`src/hdl/assert_macros.svh`:
```
// assertion macros shared by the touch filter modules
// expects clk and rst_n in the scope of each use
`ifndef ASSERT_MACROS_SVH
`define ASSERT_MACROS_SVH

// condition holds at every clock edge outside reset
`define ASSERT_HOLDS(label, cond) \
    label: assert property (@(posedge clk) disable iff (!rst_n) (cond)) \
        else $error("assertion failed");

// same-cycle implication
`define ASSERT_IMPLIES(label, ante, cons) \
    label: assert property (@(posedge clk) disable iff (!rst_n) (ante) |-> (cons)) \
        else $error("assertion failed");

// next-cycle implication
`define ASSERT_NEXT(label, ante, cons) \
    label: assert property (@(posedge clk) disable iff (!rst_n) (ante) |=> (cons)) \
        else $error("assertion failed");

`endif

```
`src/hdl/tsfe_pkg.sv`:
```
// types and constants of the touch sample filter and event block
// no dependencies
package tsfe_pkg;

    localparam int LIMIT_W    = 12;
    localparam int SIDE_W     = 10;
    localparam int POINT_W    = 10;
    localparam int KIND_W     = 2;
    localparam int CFG_IDX_W  = 3;
    localparam int CFG_DATA_W = 12;
    localparam int BATCH_LEN  = 5;
    localparam int IDX_W      = 3;
    localparam int PROD_W     = LIMIT_W + SIDE_W;

    localparam logic               ORIENT_HORIZONTAL = 1'b1;

    localparam logic               RST_ORIENTATION = 1'b1;
    localparam logic [LIMIT_W-1:0] RST_X_LOW  = LIMIT_W'(400);
    localparam logic [LIMIT_W-1:0] RST_X_HIGH = LIMIT_W'(3800);
    localparam logic [LIMIT_W-1:0] RST_Y_LOW  = LIMIT_W'(255);
    localparam logic [LIMIT_W-1:0] RST_Y_HIGH = LIMIT_W'(3750);
    localparam logic [SIDE_W-1:0]  RST_SHORT  = SIDE_W'(240);
    localparam logic [SIDE_W-1:0]  RST_LONG   = SIDE_W'(320);

    typedef enum logic [KIND_W-1:0] {
        EV_DOWN,
        EV_MOVE,
        EV_UP
    } event_kind_t;

    typedef enum logic [CFG_IDX_W-1:0] {
        REG_ORIENTATION,
        REG_X_LOW,
        REG_X_HIGH,
        REG_Y_LOW,
        REG_Y_HIGH,
        REG_SHORT_SIDE,
        REG_LONG_SIDE
    } cfg_index_t;

    typedef struct packed {
        logic               orientation;
        logic [LIMIT_W-1:0] x_low_limit;
        logic [LIMIT_W-1:0] x_high_limit;
        logic [LIMIT_W-1:0] y_low_limit;
        logic [LIMIT_W-1:0] y_high_limit;
        logic [SIDE_W-1:0]  screen_short_side;
        logic [SIDE_W-1:0]  screen_long_side;
    } cfg_t;

    typedef struct packed {
        logic busy;
        logic done;
    } div_stat_t;

    typedef enum logic [3:0] {
        S_IDLE,
        S_SCAN,
        S_TRIM,
        S_MUL,
        S_SCALE,
        S_SCALE_WAIT,
        S_MAP,
        S_EMIT
    } state_t;

endpackage

```
`src/hdl/tsfe_if.sv`:
```
// channel interfaces of the touch filter: samples, events, register writes
// depends on tsfe_pkg
interface tsfe_sample_if #(parameter int RAW_BITS = 12);
    import tsfe_pkg::*;

    logic                valid;
    logic                ready;
    logic                pen_down;
    logic [RAW_BITS-1:0] raw_x;
    logic [RAW_BITS-1:0] raw_y;

    modport source (output valid, pen_down, raw_x, raw_y, input ready);
    modport sink (input valid, pen_down, raw_x, raw_y, output ready);
endinterface

interface tsfe_event_if;
    import tsfe_pkg::*;

    logic               valid;
    logic               ready;
    logic [KIND_W-1:0]  event_kind;
    logic [POINT_W-1:0] point_x;
    logic [POINT_W-1:0] point_y;

    modport source (output valid, event_kind, point_x, point_y, input ready);
    modport sink (input valid, event_kind, point_x, point_y, output ready);
endinterface

interface tsfe_cfg_if;
    import tsfe_pkg::*;

    logic                  valid;
    logic                  ready;
    logic [CFG_IDX_W-1:0]  index;
    logic [CFG_DATA_W-1:0] data;

    modport source (output valid, index, data, input ready);
    modport sink (input valid, index, data, output ready);
endinterface

```
`src/hdl/touch_sample_filter_event_core.sv`:
```
// top level of the touch sample filter and event generator
// depends on tsfe_pkg, tsfe_if, tsfe_cfg_regs, tsfe_div and assert_macros.svh
//
// smp carries raw samples (pen_down, raw_x, raw_y), evt carries events
// (event_kind, point_x, point_y), cfg writes the seven setup registers.
// An item is taken on smp when valid and ready are high at a clock edge.
// A pen-down sample that does not close a batch is stored, and smp stays
// ready for the next one. The fifth sample of a batch starts the sequencer:
// per axis a scan for min, max and sum, the divide by three through a
// reciprocal multiply, a clamp and multiply, and a divide by the window
// width on a shared divider that returns one quotient bit per cycle. An
// axis with a zero-width or inverted window skips the divider and scales
// to zero. After both axes the point is mapped to the screen and, if it
// changed, passes through S_EMIT to the event register; smp takes no sample meanwhile.
// A pen-up sample during a touch loads its touch-up event in S_EMIT once the slot is free.
// The event sits in an output register; smp takes the next sample while
// it waits, and only a new event stalls until evt takes the old one.
// Reset returns the setup registers to their defaults, drops the batch
// and clears the active-touch state.
module touch_sample_filter_event_core #(
    parameter int RAW_BITS = 12
) (
    input  logic          clk,
    input  logic          rst_n,
    tsfe_sample_if.sink   smp,
    tsfe_event_if.source  evt,
    tsfe_cfg_if.sink      cfg
);
    import tsfe_pkg::*;
    `include "assert_macros.svh"

    localparam int TOT_W  = RAW_BITS + 3;
    localparam int SUM3_W = RAW_BITS + 2;
    localparam int MUL3_W = 2 * SUM3_W;
    localparam int DIV_W  = PROD_W;
    localparam int CW     = (RAW_BITS > LIMIT_W) ? RAW_BITS : LIMIT_W;

    // ceil(2^(SUM3_W+1) / 3), exact for every SUM3_W-bit dividend
    localparam logic [SUM3_W-1:0] RECIP3 =
        SUM3_W'(((64'd1 << (SUM3_W + 1)) + 64'd2) / 64'd3);

    cfg_t      regs;
    div_stat_t div_stat;
    logic [DIV_W-1:0]   div_quotient;
    logic               div_start;
    logic [DIV_W-1:0]   div_dividend;
    logic [LIMIT_W-1:0] div_divisor;

    state_t state_reg;
    state_t state_next;

    logic [RAW_BITS-1:0] batch_x_store_reg [BATCH_LEN];
    logic [RAW_BITS-1:0] batch_y_store_reg [BATCH_LEN];
    logic [IDX_W-1:0]    batch_count_reg;
    logic                touch_active_reg;
    logic [POINT_W-1:0]  last_x_reg;
    logic [POINT_W-1:0]  last_y_reg;
    logic                axis_reg;
    logic [IDX_W-1:0]    k_reg;

    logic [RAW_BITS-1:0] lo_reg;
    logic [RAW_BITS-1:0] hi_reg;
    logic [TOT_W-1:0]    total_reg;
    logic [RAW_BITS-1:0] filt_reg;
    logic [PROD_W-1:0]   prod_reg;
    logic                win_ok_reg;
    logic [LIMIT_W-1:0]  width_reg;
    logic [POINT_W-1:0]  sx_reg;
    logic [POINT_W-1:0]  sy_reg;
    event_kind_t         pend_kind_reg;
    logic [POINT_W-1:0]  pend_x_reg;
    logic [POINT_W-1:0]  pend_y_reg;

    logic                out_valid_reg;
    event_kind_t         out_kind_reg;
    logic [POINT_W-1:0]  out_x_reg;
    logic [POINT_W-1:0]  out_y_reg;

    logic                in_ready;
    logic                emit_load;
    logic                accept;
    logic                slot_free;
    logic                axis_done;
    logic                changed;
    logic [RAW_BITS-1:0] cur;
    logic [SUM3_W-1:0]   sum3;
    logic [MUL3_W-1:0]   sum3_prod;
    logic [RAW_BITS-1:0] sum3_div3;
    logic [LIMIT_W-1:0]  lim_low;
    logic [LIMIT_W-1:0]  lim_high;
    logic [SIDE_W-1:0]   lim_side;
    logic [CW-1:0]       v_ext;
    logic [CW-1:0]       lo_ext;
    logic [CW-1:0]       hi_ext;
    logic [CW-1:0]       clamped;
    logic [LIMIT_W-1:0]  off;
    logic [POINT_W-1:0]  map_x;
    logic [POINT_W-1:0]  map_y;

    tsfe_cfg_regs u_cfg (
        .clk   (clk),
        .rst_n (rst_n),
        .cfg   (cfg),
        .regs  (regs)
    );

    tsfe_div #(
        .DIVIDEND_W (DIV_W),
        .DIVISOR_W  (LIMIT_W)
    ) u_div (
        .clk      (clk),
        .rst_n    (rst_n),
        .start    (div_start),
        .dividend (div_dividend),
        .divisor  (div_divisor),
        .quotient (div_quotient),
        .stat     (div_stat)
    );

    assign accept    = smp.valid && in_ready;
    assign slot_free = !out_valid_reg || evt.ready;
    assign axis_done = (state_reg == S_SCALE && !win_ok_reg)
                    || (state_reg == S_SCALE_WAIT && div_stat.done);

    assign cur  = axis_reg ? batch_y_store_reg[k_reg] : batch_x_store_reg[k_reg];
    assign sum3 = SUM3_W'(total_reg - TOT_W'(lo_reg) - TOT_W'(hi_reg));

    // divide by three as multiply and shift
    assign sum3_prod = MUL3_W'(sum3) * MUL3_W'(RECIP3);
    assign sum3_div3 = RAW_BITS'(sum3_prod >> (SUM3_W + 1));

    // per-axis window and screen side
    assign lim_low  = axis_reg ? regs.y_low_limit  : regs.x_low_limit;
    assign lim_high = axis_reg ? regs.y_high_limit : regs.x_high_limit;
    assign lim_side = axis_reg ? regs.screen_short_side : regs.screen_long_side;
    assign v_ext    = CW'(filt_reg);
    assign lo_ext   = CW'(lim_low);
    assign hi_ext   = CW'(lim_high);
    assign clamped  = (v_ext > hi_ext) ? hi_ext : ((v_ext < lo_ext) ? lo_ext : v_ext);
    assign off      = LIMIT_W'(clamped - lo_ext);

    always_comb
    begin
        if (regs.orientation == ORIENT_HORIZONTAL)
        begin
            map_x = sx_reg;
            map_y = regs.screen_short_side - sy_reg;
        end
        else
        begin
            map_x = regs.screen_short_side - sy_reg;
            map_y = regs.screen_long_side - sx_reg;
        end
    end

    assign changed = !touch_active_reg || (map_x != last_x_reg) || (map_y != last_y_reg);

    // next state
    always_comb
    begin
        state_next = state_reg;
        unique case (state_reg)
            S_IDLE:
            begin
                if (accept)
                begin
                    if (!smp.pen_down)
                        state_next = touch_active_reg ? S_EMIT : S_IDLE;
                    else if (batch_count_reg == IDX_W'(BATCH_LEN - 1))
                        state_next = S_SCAN;
                end
            end
            S_SCAN:
            begin
                if (k_reg == IDX_W'(BATCH_LEN - 1))
                    state_next = S_TRIM;
            end
            S_TRIM:
            begin
                state_next = S_MUL;
            end
            S_MUL:
            begin
                state_next = S_SCALE;
            end
            S_SCALE:
            begin
                if (!win_ok_reg)
                    state_next = axis_reg ? S_MAP : S_SCAN;
                else
                    state_next = S_SCALE_WAIT;
            end
            S_SCALE_WAIT:
            begin
                if (div_stat.done)
                    state_next = axis_reg ? S_MAP : S_SCAN;
            end
            S_MAP:
            begin
                state_next = changed ? S_EMIT : S_IDLE;
            end
            S_EMIT:
            begin
                if (slot_free)
                    state_next = S_IDLE;
            end
            default:
            begin
                state_next = S_IDLE;
            end
        endcase
    end

    // sequencer outputs
    always_comb
    begin
        in_ready     = 1'b0;
        emit_load    = 1'b0;
        div_start    = 1'b0;
        div_dividend = prod_reg;
        div_divisor  = width_reg;
        unique case (state_reg)
            S_IDLE:
            begin
                in_ready = 1'b1;
            end
            S_SCALE:
            begin
                div_start = win_ok_reg;
            end
            S_EMIT:
            begin
                emit_load = slot_free;
            end
            default:
            begin
                in_ready = 1'b0;
            end
        endcase
    end

    assign smp.ready      = in_ready;
    assign evt.valid      = out_valid_reg;
    assign evt.event_kind = out_kind_reg;
    assign evt.point_x    = out_x_reg;
    assign evt.point_y    = out_y_reg;

    // control state
    always_ff @(posedge clk or negedge rst_n)
    begin
        if (!rst_n)
        begin
            state_reg        <= S_IDLE;
            batch_count_reg  <= '0;
            touch_active_reg <= 1'b0;
            last_x_reg       <= '0;
            last_y_reg       <= '0;
            axis_reg         <= 1'b0;
            k_reg            <= '0;
            out_valid_reg    <= 1'b0;
        end
        else
        begin
            state_reg <= state_next;

            if (accept)
            begin
                if (!smp.pen_down)
                begin
                    batch_count_reg  <= '0;
                    touch_active_reg <= 1'b0;
                end
                else if (batch_count_reg == IDX_W'(BATCH_LEN - 1))
                    batch_count_reg <= '0;
                else
                    batch_count_reg <= batch_count_reg + IDX_W'(1);
            end

            if (state_reg == S_SCAN)
                k_reg <= (k_reg == IDX_W'(BATCH_LEN - 1)) ? '0 : k_reg + IDX_W'(1);

            if (axis_done)
                axis_reg <= !axis_reg;

            if (state_reg == S_MAP)
            begin
                touch_active_reg <= 1'b1;
                if (changed)
                begin
                    last_x_reg <= map_x;
                    last_y_reg <= map_y;
                end
            end

            if (emit_load)
                out_valid_reg <= 1'b1;
            else if (evt.ready)
                out_valid_reg <= 1'b0;
        end
    end

    // datapath
    always_ff @(posedge clk)
    begin
        if (accept && smp.pen_down)
        begin
            batch_x_store_reg[batch_count_reg] <= smp.raw_x;
            batch_y_store_reg[batch_count_reg] <= smp.raw_y;
        end

        if (accept && !smp.pen_down)
        begin
            pend_kind_reg <= EV_UP;
            pend_x_reg    <= last_x_reg;
            pend_y_reg    <= last_y_reg;
        end

        // first minimum and first maximum, strict compares
        if (state_reg == S_SCAN)
        begin
            if (k_reg == '0)
            begin
                lo_reg    <= cur;
                hi_reg    <= cur;
                total_reg <= TOT_W'(cur);
            end
            else
            begin
                if (cur < lo_reg)
                    lo_reg <= cur;
                if (cur > hi_reg)
                    hi_reg <= cur;
                total_reg <= total_reg + TOT_W'(cur);
            end
        end

        // all five equal passes the value through
        if (state_reg == S_TRIM)
            filt_reg <= (lo_reg == hi_reg) ? lo_reg : sum3_div3;

        if (state_reg == S_MUL)
        begin
            prod_reg   <= PROD_W'(off) * PROD_W'(lim_side);
            win_ok_reg <= lim_high > lim_low;
            width_reg  <= lim_high - lim_low;
        end

        if (state_reg == S_SCALE && !win_ok_reg)
        begin
            if (axis_reg)
                sy_reg <= '0;
            else
                sx_reg <= '0;
        end
        if (state_reg == S_SCALE_WAIT && div_stat.done)
        begin
            if (axis_reg)
                sy_reg <= POINT_W'(div_quotient);
            else
                sx_reg <= POINT_W'(div_quotient);
        end

        if (state_reg == S_MAP && changed)
        begin
            pend_kind_reg <= touch_active_reg ? EV_MOVE : EV_DOWN;
            pend_x_reg    <= map_x;
            pend_y_reg    <= map_y;
        end

        if (emit_load)
        begin
            out_kind_reg <= pend_kind_reg;
            out_x_reg    <= pend_x_reg;
            out_y_reg    <= pend_y_reg;
        end
    end

    `ASSERT_HOLDS(a_count_range, batch_count_reg < IDX_W'(BATCH_LEN))
    `ASSERT_IMPLIES(a_start_when_free, div_start, !div_stat.busy)
    `ASSERT_IMPLIES(a_done_expected, div_stat.done, state_reg == S_SCALE_WAIT)

endmodule

```
`src/hdl/tsfe_cfg_regs.sv`:
```
// configuration register bank of the touch filter
// depends on tsfe_pkg and tsfe_cfg_if
module tsfe_cfg_regs (
    input  logic          clk,
    input  logic          rst_n,
    tsfe_cfg_if.sink      cfg,
    output tsfe_pkg::cfg_t regs
);
    import tsfe_pkg::*;

    cfg_t cfg_reg;
    cfg_t cfg_next;

    assign cfg.ready = 1'b1;
    assign regs      = cfg_reg;

    always_comb
    begin
        cfg_next = cfg_reg;
        if (cfg.valid)
        begin
            unique case (cfg.index)
                REG_ORIENTATION: cfg_next.orientation       = cfg.data[0];
                REG_X_LOW:       cfg_next.x_low_limit       = cfg.data[LIMIT_W-1:0];
                REG_X_HIGH:      cfg_next.x_high_limit      = cfg.data[LIMIT_W-1:0];
                REG_Y_LOW:       cfg_next.y_low_limit       = cfg.data[LIMIT_W-1:0];
                REG_Y_HIGH:      cfg_next.y_high_limit      = cfg.data[LIMIT_W-1:0];
                REG_SHORT_SIDE:  cfg_next.screen_short_side = cfg.data[SIDE_W-1:0];
                REG_LONG_SIDE:   cfg_next.screen_long_side  = cfg.data[SIDE_W-1:0];
                default:         cfg_next = cfg_reg;
            endcase
        end
    end

    always_ff @(posedge clk or negedge rst_n)
    begin
        if (!rst_n)
        begin
            cfg_reg.orientation       <= RST_ORIENTATION;
            cfg_reg.x_low_limit       <= RST_X_LOW;
            cfg_reg.x_high_limit      <= RST_X_HIGH;
            cfg_reg.y_low_limit       <= RST_Y_LOW;
            cfg_reg.y_high_limit      <= RST_Y_HIGH;
            cfg_reg.screen_short_side <= RST_SHORT;
            cfg_reg.screen_long_side  <= RST_LONG;
        end
        else
        begin
            cfg_reg <= cfg_next;
        end
    end

endmodule

```
`src/hdl/tsfe_div.sv`:
```
// shared restoring divider, one quotient bit per cycle
// depends on tsfe_pkg and assert_macros.svh
module tsfe_div #(
    parameter int DIVIDEND_W = 22,
    parameter int DIVISOR_W  = 12
) (
    input  logic                      clk,
    input  logic                      rst_n,
    input  logic                      start,
    input  logic [DIVIDEND_W-1:0]     dividend,
    input  logic [DIVISOR_W-1:0]      divisor,
    output logic [DIVIDEND_W-1:0]     quotient,
    output tsfe_pkg::div_stat_t       stat
);
    import tsfe_pkg::*;
    `include "assert_macros.svh"

    localparam int CNT_W = $clog2(DIVIDEND_W);

    logic                  busy_reg;
    logic                  done_reg;
    logic [CNT_W-1:0]      cnt_reg;
    logic [DIVIDEND_W-1:0] quo_reg;
    logic [DIVISOR_W-1:0]  rem_reg;
    logic [DIVISOR_W-1:0]  dvs_reg;

    logic [DIVISOR_W:0]    trial;
    logic [DIVISOR_W:0]    diff;
    logic                  fits;
    logic [DIVISOR_W-1:0]  rem_next;
    logic [DIVIDEND_W-1:0] quo_next;

    assign trial    = {rem_reg, quo_reg[DIVIDEND_W-1]};
    assign fits     = trial >= {1'b0, dvs_reg};
    assign diff     = trial - {1'b0, dvs_reg};
    assign rem_next = fits ? diff[DIVISOR_W-1:0] : trial[DIVISOR_W-1:0];
    assign quo_next = {quo_reg[DIVIDEND_W-2:0], fits};

    assign quotient  = quo_reg;
    assign stat.busy = busy_reg;
    assign stat.done = done_reg;

    always_ff @(posedge clk or negedge rst_n)
    begin
        if (!rst_n)
        begin
            busy_reg <= 1'b0;
            done_reg <= 1'b0;
            cnt_reg  <= '0;
        end
        else
        begin
            done_reg <= 1'b0;
            if (start)
            begin
                busy_reg <= 1'b1;
                cnt_reg  <= CNT_W'(DIVIDEND_W - 1);
            end
            else if (busy_reg)
            begin
                cnt_reg <= cnt_reg - CNT_W'(1);
                if (cnt_reg == '0)
                begin
                    busy_reg <= 1'b0;
                    done_reg <= 1'b1;
                end
            end
        end
    end

    always_ff @(posedge clk)
    begin
        if (start)
        begin
            quo_reg <= dividend;
            rem_reg <= '0;
            dvs_reg <= divisor;
        end
        else if (busy_reg)
        begin
            quo_reg <= quo_next;
            rem_reg <= rem_next;
        end
    end

    `ASSERT_IMPLIES(a_done_not_busy, done_reg, !busy_reg)
    `ASSERT_NEXT(a_divisor_held, busy_reg, $stable(dvs_reg))

endmodule

```
`src/flat_wrapper.sv`:
```
// flat-port wrapper written by rule: the top's interface ports become plain ports
module touch_sample_filter_event_core_flat import tsfe_pkg::*;
#(
    parameter int RAW_BITS = 12
)
  (clk, rst_n, smp_valid, smp_pen_down, smp_raw_x, smp_raw_y, smp_ready, evt_valid, evt_event_kind, evt_point_x, evt_point_y, evt_ready, cfg_valid, cfg_index, cfg_data, cfg_ready);
  tsfe_sample_if #(.RAW_BITS(RAW_BITS)) smp_i ();
  tsfe_event_if evt_i ();
  tsfe_cfg_if cfg_i ();
  input  logic clk;
  input  logic rst_n;
  input wire logic [$bits(smp_i.valid)-1:0] smp_valid;
  input wire logic [$bits(smp_i.pen_down)-1:0] smp_pen_down;
  input wire logic [$bits(smp_i.raw_x)-1:0] smp_raw_x;
  input wire logic [$bits(smp_i.raw_y)-1:0] smp_raw_y;
  output wire logic [$bits(smp_i.ready)-1:0] smp_ready;
  output wire logic [$bits(evt_i.valid)-1:0] evt_valid;
  output wire logic [$bits(evt_i.event_kind)-1:0] evt_event_kind;
  output wire logic [$bits(evt_i.point_x)-1:0] evt_point_x;
  output wire logic [$bits(evt_i.point_y)-1:0] evt_point_y;
  input wire logic [$bits(evt_i.ready)-1:0] evt_ready;
  input wire logic [$bits(cfg_i.valid)-1:0] cfg_valid;
  input wire logic [$bits(cfg_i.index)-1:0] cfg_index;
  input wire logic [$bits(cfg_i.data)-1:0] cfg_data;
  output wire logic [$bits(cfg_i.ready)-1:0] cfg_ready;
  assign smp_i.valid = smp_valid;
  assign smp_i.pen_down = smp_pen_down;
  assign smp_i.raw_x = smp_raw_x;
  assign smp_i.raw_y = smp_raw_y;
  assign smp_ready = smp_i.ready;
  assign evt_valid = evt_i.valid;
  assign evt_event_kind = evt_i.event_kind;
  assign evt_point_x = evt_i.point_x;
  assign evt_point_y = evt_i.point_y;
  assign evt_i.ready = evt_ready;
  assign cfg_i.valid = cfg_valid;
  assign cfg_i.index = cfg_index;
  assign cfg_i.data = cfg_data;
  assign cfg_ready = cfg_i.ready;
  touch_sample_filter_event_core #(.RAW_BITS(RAW_BITS)) u_core (.clk(clk), .rst_n(rst_n), .smp(smp_i), .evt(evt_i), .cfg(cfg_i));
endmodule
```
`config.mk`:
```
export PLATFORM = sky130hd
export DESIGN_NAME = touch_sample_filter_event_core_flat
export DESIGN_NICKNAME = d
export VERILOG_FILES = /design/src/hdl/tsfe_pkg.sv /design/src/hdl/tsfe_if.sv /design/src/hdl/touch_sample_filter_event_core.sv /design/src/hdl/tsfe_cfg_regs.sv /design/src/hdl/tsfe_div.sv /design/src/flat_wrapper.sv
export VERILOG_INCLUDE_DIRS = /design/src /design/src/hdl
export SDC_FILE = /design/constraint.sdc
export NUM_CORES = 1
export LEC_CHECK = 0
export ABC_AREA = 0
export BUFFER_PORTS_ARGS = -buffer_cell sky130_fd_sc_hd__buf_2
export CAP_MARGIN = 20
export CORE_MARGIN = 10
export CORE_UTILIZATION = 62
export DETAILED_ROUTE_END_ITERATION = 8
export PLACE_DENSITY = 0.88
export SKIP_LAST_GASP = 1
export SYNTH_ARGS = -nofsm -noshare
export SYNTH_HDL_FRONTEND = slang
export SYNTH_SLANG_ARGS = --single-unit
```
`constraint.sdc`:
```
create_clock -name clk -period 11.9 [get_ports clk]
set_input_delay 3.57 -clock clk [delete_from_list [all_inputs] [get_ports clk]]
set_output_delay 3.57 -clock clk [all_outputs]
set_load 0.01 [all_outputs]
```
Word-level counts from Yosys, hierarchy flattened
Memories as Yosys holds them, arrays and structs flattened.
Index checks and enable logic that the tools add are counted.
Word-level totals
  register bits after elaboration: 305
  memory bits (writable): 120
  input port bits: 45
  output and inout port bits: 25
  logic and storage cells: 183
  memories: 2
Memories
  u_core.batch_x_store_reg: words 5, bits a word 12, read ports 1, clocked after Yosys merged registers in 0, wr ports 1, RTL line touch_sample_filter_event_core.sv:52  | logic [RAW_BITS-1:0] batch_x_store_reg [BATCH_LEN];
  u_core.batch_y_store_reg: words 5, bits a word 12, read ports 1, clocked after Yosys merged registers in 0, wr ports 1, RTL line touch_sample_filter_event_core.sv:53  | logic [RAW_BITS-1:0] batch_y_store_reg [BATCH_LEN];
Operators by class
  add/sub/neg operators: 11
  $mul: 2
  magnitude comparators: 6
  equality and inequality tests: 24
  muxes and demuxes: 64
  reductions and logical operators: 37
Operators with widths (count)
  10-bit two-way mux: 15
  12-bit two-way mux: 12
  22-bit two-way mux: 2
  12-bit greater-than comparator: 3
  12-bit subtractor: 3
  4-bit one-hot mux with 8 select lines: 1
  4-bit two-way mux: 7
  14-bit by 12-bit subtractor with 14-bit output: 2
  14-bit by 14-bit multiplier with 27-bit output, second input constant: 1
  12-bit < comparator: 2
  12-bit by 10-bit multiplier with 22-bit output: 1
  2-bit AND reduction: 11
  10-bit != test: 2
  10-bit subtractor: 2
  3-bit two-way mux: 6
  1-bit two-way mux: 17
  4-bit by 3-bit == test with 1-bit output, second input constant: 4
  15-bit by 12-bit adder with 15-bit output: 1
  3-bit == test, second input constant: 5
  13-bit by 12-bit >= comparator with 1-bit output: 1
  12-bit == test: 1
  2-bit nonzero test: 6
  5-bit two-way mux: 2
  4-bit by 2-bit == test with 1-bit output, second input constant: 2
  16 further kinds: 35

Depth between registers and ports, before layout
Gate-level depths: netlist (run 1).
  word-level depth: 7
  gate-level depth with buffers: 47
  depth with buffers taken out: 43

Hierarchy
Synthesis (run 1) repeated with hierarchy kept, for this count alone.
Second synthesis, totals
  cell total of the unflattened synthesis: 2510
  area total of the unflattened synthesis: 29589.6 um^2
Modules (own cells, without submodules)
  touch_sample_filter_event_core: instances 1, cells an instance 2126, area an instance 24095.6 um^2, seq. area each 8878.5 um^2
  tsfe_cfg_regs: instances 1, cells an instance 153, area an instance 2791.4 um^2, seq. area each 1766.7 um^2
  tsfe_div: instances 1, cells an instance 231, area an instance 2702.6 um^2, seq. area each 1436.4 um^2

Least setup slack after synthesis (run 1)
Ideal clock, no wire load.
  path type: register -> register
  start point: register u_core.axis_reg
  end point: register u_core.prod_reg[20], in the netlist u_core.div_dividend[20] (data pin)
  setup time: 266 ps
  arrival: 10528 ps
  data required time: 11634 ps
  setup slack: 1106 ps
  cell stages (with the launch flop): 45
  buffers on the path: 4
  period minus slack after synthesis: 10794 ps
  cell sequence: dfrtp_1 clkbuf_1 clkbuf_1 buf_1 mux2i_1 ha_1 a21o_1 a21o_1 a21o_1 a21o_1 a21o_1 a2111o_1 nand2_1 buf_1 nor2_1 a311oi_1 ha_1 fa_1 (+9 left out) nand2_1 fa_1 inv_1 fa_1 fa_1 fa_1 inv_1 fa_1 inv_1 ha_1 and3_1 o211ai_1 nand4_1 a41o_1 a21oi_1 nor2b_1 o41ai_1 xnor2_1
On the way
  cells in the longest elaborated chain, start to end: 6
  elaborated cells between the ends (all ways): 9
  classes of those cells: 1 x add/sub; 1 x mul; 2 x order compare; 5 x mux
Ends and longest elaborated chain
  start: declaration: RTL line touch_sample_filter_event_core.sv:58  | logic axis_reg;
  start signal: assignment: RTL line touch_sample_filter_event_core.sv:283  | axis_reg <= !axis_reg;
  12-bit two-way mux: RTL line touch_sample_filter_event_core.sv:133  | assign lim_low = axis_reg ? regs.y_low_limit : regs.x_low_limit;
  12-bit < comparator: RTL line touch_sample_filter_event_core.sv:139  | assign clamped = (v_ext > hi_ext) ? hi_ext : ((v_ext < lo_ext) ? lo_ext : v_ext);
  12-bit two-way mux (2 in series): RTL line touch_sample_filter_event_core.sv:139
  12-bit subtractor: RTL line touch_sample_filter_event_core.sv:140  | assign off = LIMIT_W'(clamped - lo_ext);
  12-bit by 10-bit multiplier with 22-bit output *: RTL line touch_sample_filter_event_core.sv:343  | prod_reg <= PROD_W'(off) * PROD_W'(lim_side);
  end signal: assignment: RTL line touch_sample_filter_event_core.sv:343
  end: declaration: RTL line touch_sample_filter_event_core.sv:65  | logic [PROD_W-1:0] prod_reg;
Mark *: on every way between the ends. The rest lies on a longest branch, timed or not.
A chain may end at the register's enable or synchronous reset.

Worst setup path after layout (run 1)
  start point: register u_core.axis_reg
  end point: register u_core.prod_reg[21], in the netlist u_core.div_dividend[21] (data pin)
Same word-level chain as after synthesis.

==> results of run 1 <==
## stage by stage
stage / instance area, um^2 / hold WS, ns
after floorplan: 28460 / 0.4003
after global placement: 29540 / 0.4011
after detailed placement: 29560 / 0.4045
after CTS: 30950 / 0.4184
after global routing: 31110 / 0.4238
final: 31110 / 0.4133
## cells by family after synthesis
group | count (synthesis)
multiplexers | 183
other | 1
XOR/XNOR | 119
AND/OR/NAND/NOR | 559
AO/OA/AOI/OAI | 366
adder cells (fa/ha/maj) | 442
flip-flops | 423
buffers and inverters | 333
## what timing repair did
| item | CTS | global route |
|---|---|---|
| setup buffers | 0 | 0 |
| endpoints found under the setup margin | 0 | 2 |
| resized for setup | 0 | 2 |
## Yosys cell counts (all sizes together), types with 10 or more instances
| cell type | number |
|---|---|
| ha | 290 |
| mux2 | 98 |
| xor2 | 41 |
| mux2i | 49 |
| nand2 | 170 |
| nor2b | 35 |
| a21o | 30 |
| a21boi | 19 |
| nor3 | 35 |
| dfrtp | 76 |
| dfxtp | 12 |
| buf | 14 |
| inv | 265 |
| xnor2 | 78 |
| mux4 | 36 |
| a21oi | 110 |
| a31oi | 10 |
| edfxtp | 303 |
| or2 | 17 |
| nand3 | 20 |
| fa | 152 |
| nand2b | 46 |
| o21a | 17 |
| nand4 | 17 |
| o21ai | 83 |
| clkbuf | 53 |
| nor2 | 164 |
| a22o | 21 |
| nor4 | 10 |
| a211oi | 18 |
| dfstp | 32 |
## critical path, delay by kind of cell, from the launching register on
family | cells | cell delay (ns)
AOI/OAI and AO/OA | 16 | 3.44
adders and majority gates | 8 | 3.36
and+or+nand+nor | 6 | 1.22
buffers and inverters | 7 | 0.96
muxes | 2 | 0.68
DFF | 1 | 0.67
xor gates and xnor gates | 2 | 0.63
## worst paths after layout
check                                                start                           endpoint  cells past startpoint
min in group asynchronous                            rst_n   u_core.last_y_reg[2]$_DFFE_PN0P_                      1
min                        u_core.div_divisor[1]$_DFFE_PP_  u_core.u_div.dvs_reg[1]$_DFFE_PP_                      0
min reg2reg                u_core.div_divisor[1]$_DFFE_PP_  u_core.u_div.dvs_reg[1]$_DFFE_PP_                      0
max                            u_core.axis_reg$_DFFE_PN0P_  u_core.div_dividend[21]$_DFFE_PP_                     41
max in group asynchronous                            rst_n        u_core.axis_reg$_DFFE_PN0P_                      2
max reg2reg                    u_core.axis_reg$_DFFE_PN0P_  u_core.div_dividend[21]$_DFFE_PP_                     41
## routing by layer
metal / routed length, um / GRT usage (%)
met2: 33010 / 41.51
met5: 48 / 0
met1: 26400 / 31.05
met3: 4925 / 4.085
met4: 2123 / 7.579
## final cells by class
cell class | count | area share, %
clock buffers | 56 | 3.852
diodes | 3 | 0.02413
clock inverters | 26 | 0.6233
inverters | 266 | 3.209
multi-input cells | 1670 | 48.78
well taps | 600 | 2.413
flip-flops and latches | 423 | 38.84
repair buffers | 105 | 2.252
## layout by cell type, fill, tap and decap left out, types with 10 or more instances in the layout
cell type,instances
edfxtp_1,303
ha_1,290
inv_1,264
nand2_1,170
nor2_1,161
fa_1,152
a21oi_1,110
mux2_2,87
o21ai_0,81
xnor2_1,78
dfrtp_1,75
buf_2,67
mux2i_1,48
nand2b_1,46
clkbuf_16,46
xor2_1,41
mux4_2,36
nor2b_1,35
dfstp_2,32
a21o_1,30
nor3_1,30
buf_4,28
a22o_1,21
nand3_1,20
a211oi_1,18
nand4_1,17
o21a_1,17
a21boi_0,16
or2_2,16
dfxtp_1,12
mux2_1,11
a31oi_1,10
clkinv_1,10
clkinv_2,10
==> impl_metrics.yaml, run 1 <==
outcome:
  status: "complete, no violations"
yosys:
  synth_top_family_by_area: "adder cells"
  ys_seq_area_share_pct: 42.46
  syn_avg_cell_area_um2: 11.73
  synth_nets: 2913
  synth_top_area_cell: "edfxtp_1"
  ys.flop_type: "edfxtp_1"
  yosysUniqueCellTypes: 75
  netlist_area_mm2: 0.02846
  synthMuxAreaShare_pct: 8.464
  ys_warn_count: 0
  synth-simple-area-share_pct: 9.251
  synth_cells: 2426
  synth_xor_area_share_pct: 3.663
  synth_adder_area_share_pct: 23.44
  synth_edf_count: 303
  ys_ff_latch: 423
  synth_compound_area_share_pct: 8.253
  yosys.area.top_type_share_pct: 31.97
  synthArstFlopShare_pct: 25.53
  synthTopCellsByArea: "edfxtp_1 (32%), ha_1 (13%), fa_1 (11%)"
detailed_routing:
  firstDrtPassIters: 6
  routed_via_density: 6.106
  first_iter_violations: 1635
  ant_nets: 0
  routed_wl_mm: 66.51
  wl_per_cell_um: 21.12
  vias: 19228
  drt_drc_violations_left: 0
critical_path:
  crit_path_frequent_cell: "o21ai_0"
  crit_required_ns: 12.21
  path_class: "reg -> reg"
  cp-end-kind: "flip-flop"
  rrSetupSlack_ns: 0.67
  crit_path_start_kind: "flip-flop"
  worstPathArrival_ns: 11.54
  cp_slowest_cell: "dfrtp_4"
  crit_path_max_fanout: 21
  critPathMaxStageDelay_ns: 0.67
sta:
  drv_slew: 0
  setup_slack_ns: 0.6676
  setup_viol: 0
  tns_ns: 0
  fin_skew_ns: 0.01968
  period_share_pct: 94.39
  slew_headroom_pct: 27.99
  fmaxAchievable_ghz: 0.08903
  hold_viol_final: 0
  period_needed_ns: 11.23
  worstMarginPinSlew_ns: 1.078
  rsz0062_at_grt: "no"
grt:
  grt_max_degree: 76
  overflow: 0
  grt_pass1_vias: 19737
  antenna_found_initial: 7
  grt_util_all_layers_pct: 24.24
  grt_pass1_wl_mm: 105.5
cts:
  postCtsHoldBufs: 0
  clk_latency_ns: 0.57
  ctsHtreeMaxLevel: 2
  clkSinkCount: 423
  root_buffer: "clkbuf_16"
  cts_tree: "yes"
  tritoncts.num_buffers: 44
  cts.path.max_buffers: 3
  clk_pin_slew_ns: 0.06
layout:
  nets: 2997
  largest_reg_flops: 69
  fin_util_pct: 68.56
  final_cells: 3149
  syn2layout_area_growth_pct: 9.334
  fill_cells: 3057
  regArea_mm2: 0.01209
  drive_above_1_share_pct: 14.14
  multi_input_area_mm2: 0.01518
floorplan:
  pin_count: 70
  dieWidth_um: 234.2
  rows: 78
  die_area_mm2: 0.05487
  die_h_um: 234.2
  initial_utilization_pct: 62.71
  placeableCoreArea_mm2: 0.04538
placement:
  pre_cts_ws_ns: 0.8296
  post-place-cells: 3054
  gp_congestion: 0.9669
  io_buffers: 68
  place_hpwl_mm: 49.31
run:
  max_cap_viol_count: 0
min_path:
  hold_path_class: "reg -> reg"
Power of run 1 is not shown: default switching activity piles up to over one toggle a cycle in this logic, so the estimate is an artifact.
==> run 2: changes to the inputs <==
RECOVER_POWER = 50   (was unset)
==> run 2 against run 1 <==
  * The flow now finishes with violations (capacitance limit, slew limit)
  * Register-to-register slack gained 0.03 ns
  * First-iteration DRC count grew 3.2%
  * Critical endpoint unchanged
  * Fmax up 0.27%
  * Utilization fell by 0.25 points
==> impl_metrics.yaml, run 2 (synthesis results as in run 1) <==
cts:
  cts.path.max_buffers: 3
  root_buffer: "clkbuf_16"
  cts_tree: "yes"
  tritoncts.num_buffers: 44
  clk_pin_slew_ns: 0.06
  ctsHtreeMaxLevel: 2
  clk_latency_ns: 0.57
  postCtsHoldBufs: 0
  clkSinkCount: 423
sta:
  drv_slew: 112
  rsz0062_at_grt: "no"
  setup_viol: 0
  slew_headroom_pct: -61.27
  tns_ns: 0
  period_share_pct: 94.14
  fmaxAchievable_ghz: 0.08927
  worstMarginPinSlew_ns: 2.419
  fin_skew_ns: 0.01828
  period_needed_ns: 11.20
  hold_viol_final: 0
floorplan:
  initial_utilization_pct: 62.71
  die_area_mm2: 0.05487
  placeableCoreArea_mm2: 0.04538
  pin_count: 70
  rows: 78
  dieWidth_um: 234.2
  die_h_um: 234.2
placement:
  io_buffers: 68
  place_hpwl_mm: 49.31
  gp_congestion: 0.9669
critical_path:
  path_class: "reg -> reg"
  cp_slowest_cell: "dfrtp_4"
  path_delay_family: "compound AO/OA/AOI/OAI gates"
  rrSetupSlack_ns: 0.70
  crit_path_start_kind: "flip-flop"
  cp-end-kind: "flip-flop"
  crit_path_max_fanout: 21
  worstPathArrival_ns: 11.51
  crit_required_ns: 12.20
  crit_path_frequent_cell: "o21ai_0"
  critPathMaxStageDelay_ns: 0.68
  crit_buf_inv: 7
grt:
  grt_pass1_wl_mm: 105.5
  grt_max_degree: 76
  grt_pass1_vias: 19737
  antenna_found_initial: 6
  overflow: 0
  grt_util_all_layers_pct: 24.24
outcome:
  status: "complete, but fails checks"
  violations: "capacitance limit, slew limit"
detailed_routing:
  firstDrtPassIters: 7
  ant_nets: 0
  routed_wl_mm: 66.64
  routed_via_density: 6.131
  drt_drc_violations_left: 0
  vias: 19308
  wl_per_cell_um: 21.16
  first_iter_violations: 1687
layout:
  layout_common_cells: "edfxtp_1 (303), ha_1 (290), inv_1 (264), nand2_1 (170), nor2_1 (163)"
  syn2layout_area_growth_pct: 8.943
  nets: 2997
  final_common_cell: "edfxtp_1"
  drive_above_1_share_pct: 12.53
  largest_reg_flops: 69
run:
  max_cap_viol_count: 3
min_path:
  hold_path_class: "reg -> reg"
## run 2: cell types whose count changed in the layout (fill, tap and decap cells not counted), moves of 2 or more
cell / before / now
buf_4: 28 / 21
clkbuf_1: 9 / 45
buf_2: 67 / 40
nor2_1: 161 / 163
## run 2: through the flow
step / setup WS [ns] / instance area (um^2) / hold WS [ns] / utilization [%] / std cells
floorplan: 1.106 / 28460 / 0.4003 / - / 2426
global placement: 1.217 / 29540 / 0.4011 / 65.09 / 3052
detailed placement: 0.8296 / 29560 / 0.4045 / 65.14 / 3054
CTS: 0.7537 / 30950 / 0.4184 / 68.21 / 3136
global route: 0.02633 / 31000 / 0.4238 / 68.31 / 3148
finish: 0.6977 / 31000 / 0.4128 / 68.32 / 3149
## run 2: timing repair
item                       4_1_cts  5_1_grt
setup endpoints to repair        0        2
gates resized for setup          0        2
buffers inserted                 0        0
## run 2: path summary, 6_finish.rpt
check,to,start,cells past startpoint
max,u_core.div_dividend[21]$_DFFE_PP_,u_core.axis_reg$_DFFE_PN0P_,41
max reg2reg,u_core.div_dividend[21]$_DFFE_PP_,u_core.axis_reg$_DFFE_PN0P_,41
min reg2reg,u_core.u_div.dvs_reg[1]$_DFFE_PP_,u_core.div_divisor[1]$_DFFE_PP_,0
max in group asynchronous,u_core.axis_reg$_DFFE_PN0P_,rst_n,2
min in group asynchronous,u_core.last_y_reg[2]$_DFFE_PN0P_,rst_n,1
min,u_core.u_div.dvs_reg[1]$_DFFE_PP_,u_core.div_divisor[1]$_DFFE_PP_,0
## run 2: worst register-to-register path, delay by kind of cell, from the launching register on
family                     cells  cell delay, ns
DFF                            1            0.68
muxes                          2            0.67
adders and majority gates      8            3.35
and+or+nand+nor                6            1.22
buffers and inverters          7            0.96
xor gates and xnor gates       2            0.62
AOI/OAI and AO/OA             16            3.46
## run 2: final cells by class
type / instances / area (um^2)
multi-input cells: 1670 / 15160
clock inverters: 26 / 193.9
clock buffers: 56 / 1199
well taps: 600 / 750.7
flip-flops and latches: 423 / 12090
inverters: 266 / 998.5
fillers: 3092 / 14380
diodes: 3 / 7.507
repair buffers: 105 / 609.3
## run 2: per-layer routing
metal	vias to the layer above	routed length [um]	GRT usage [%]	part of all wire (%)
met2	767	33110	41.51	50
met4	6	2063	7.579	3.1
li1	8710	-	-	-
met5	-	41	0	0.062
met3	144	4829	4.085	7.2
met1	9681	26600	31.05	40
Power of run 2 is left out for the same reason.
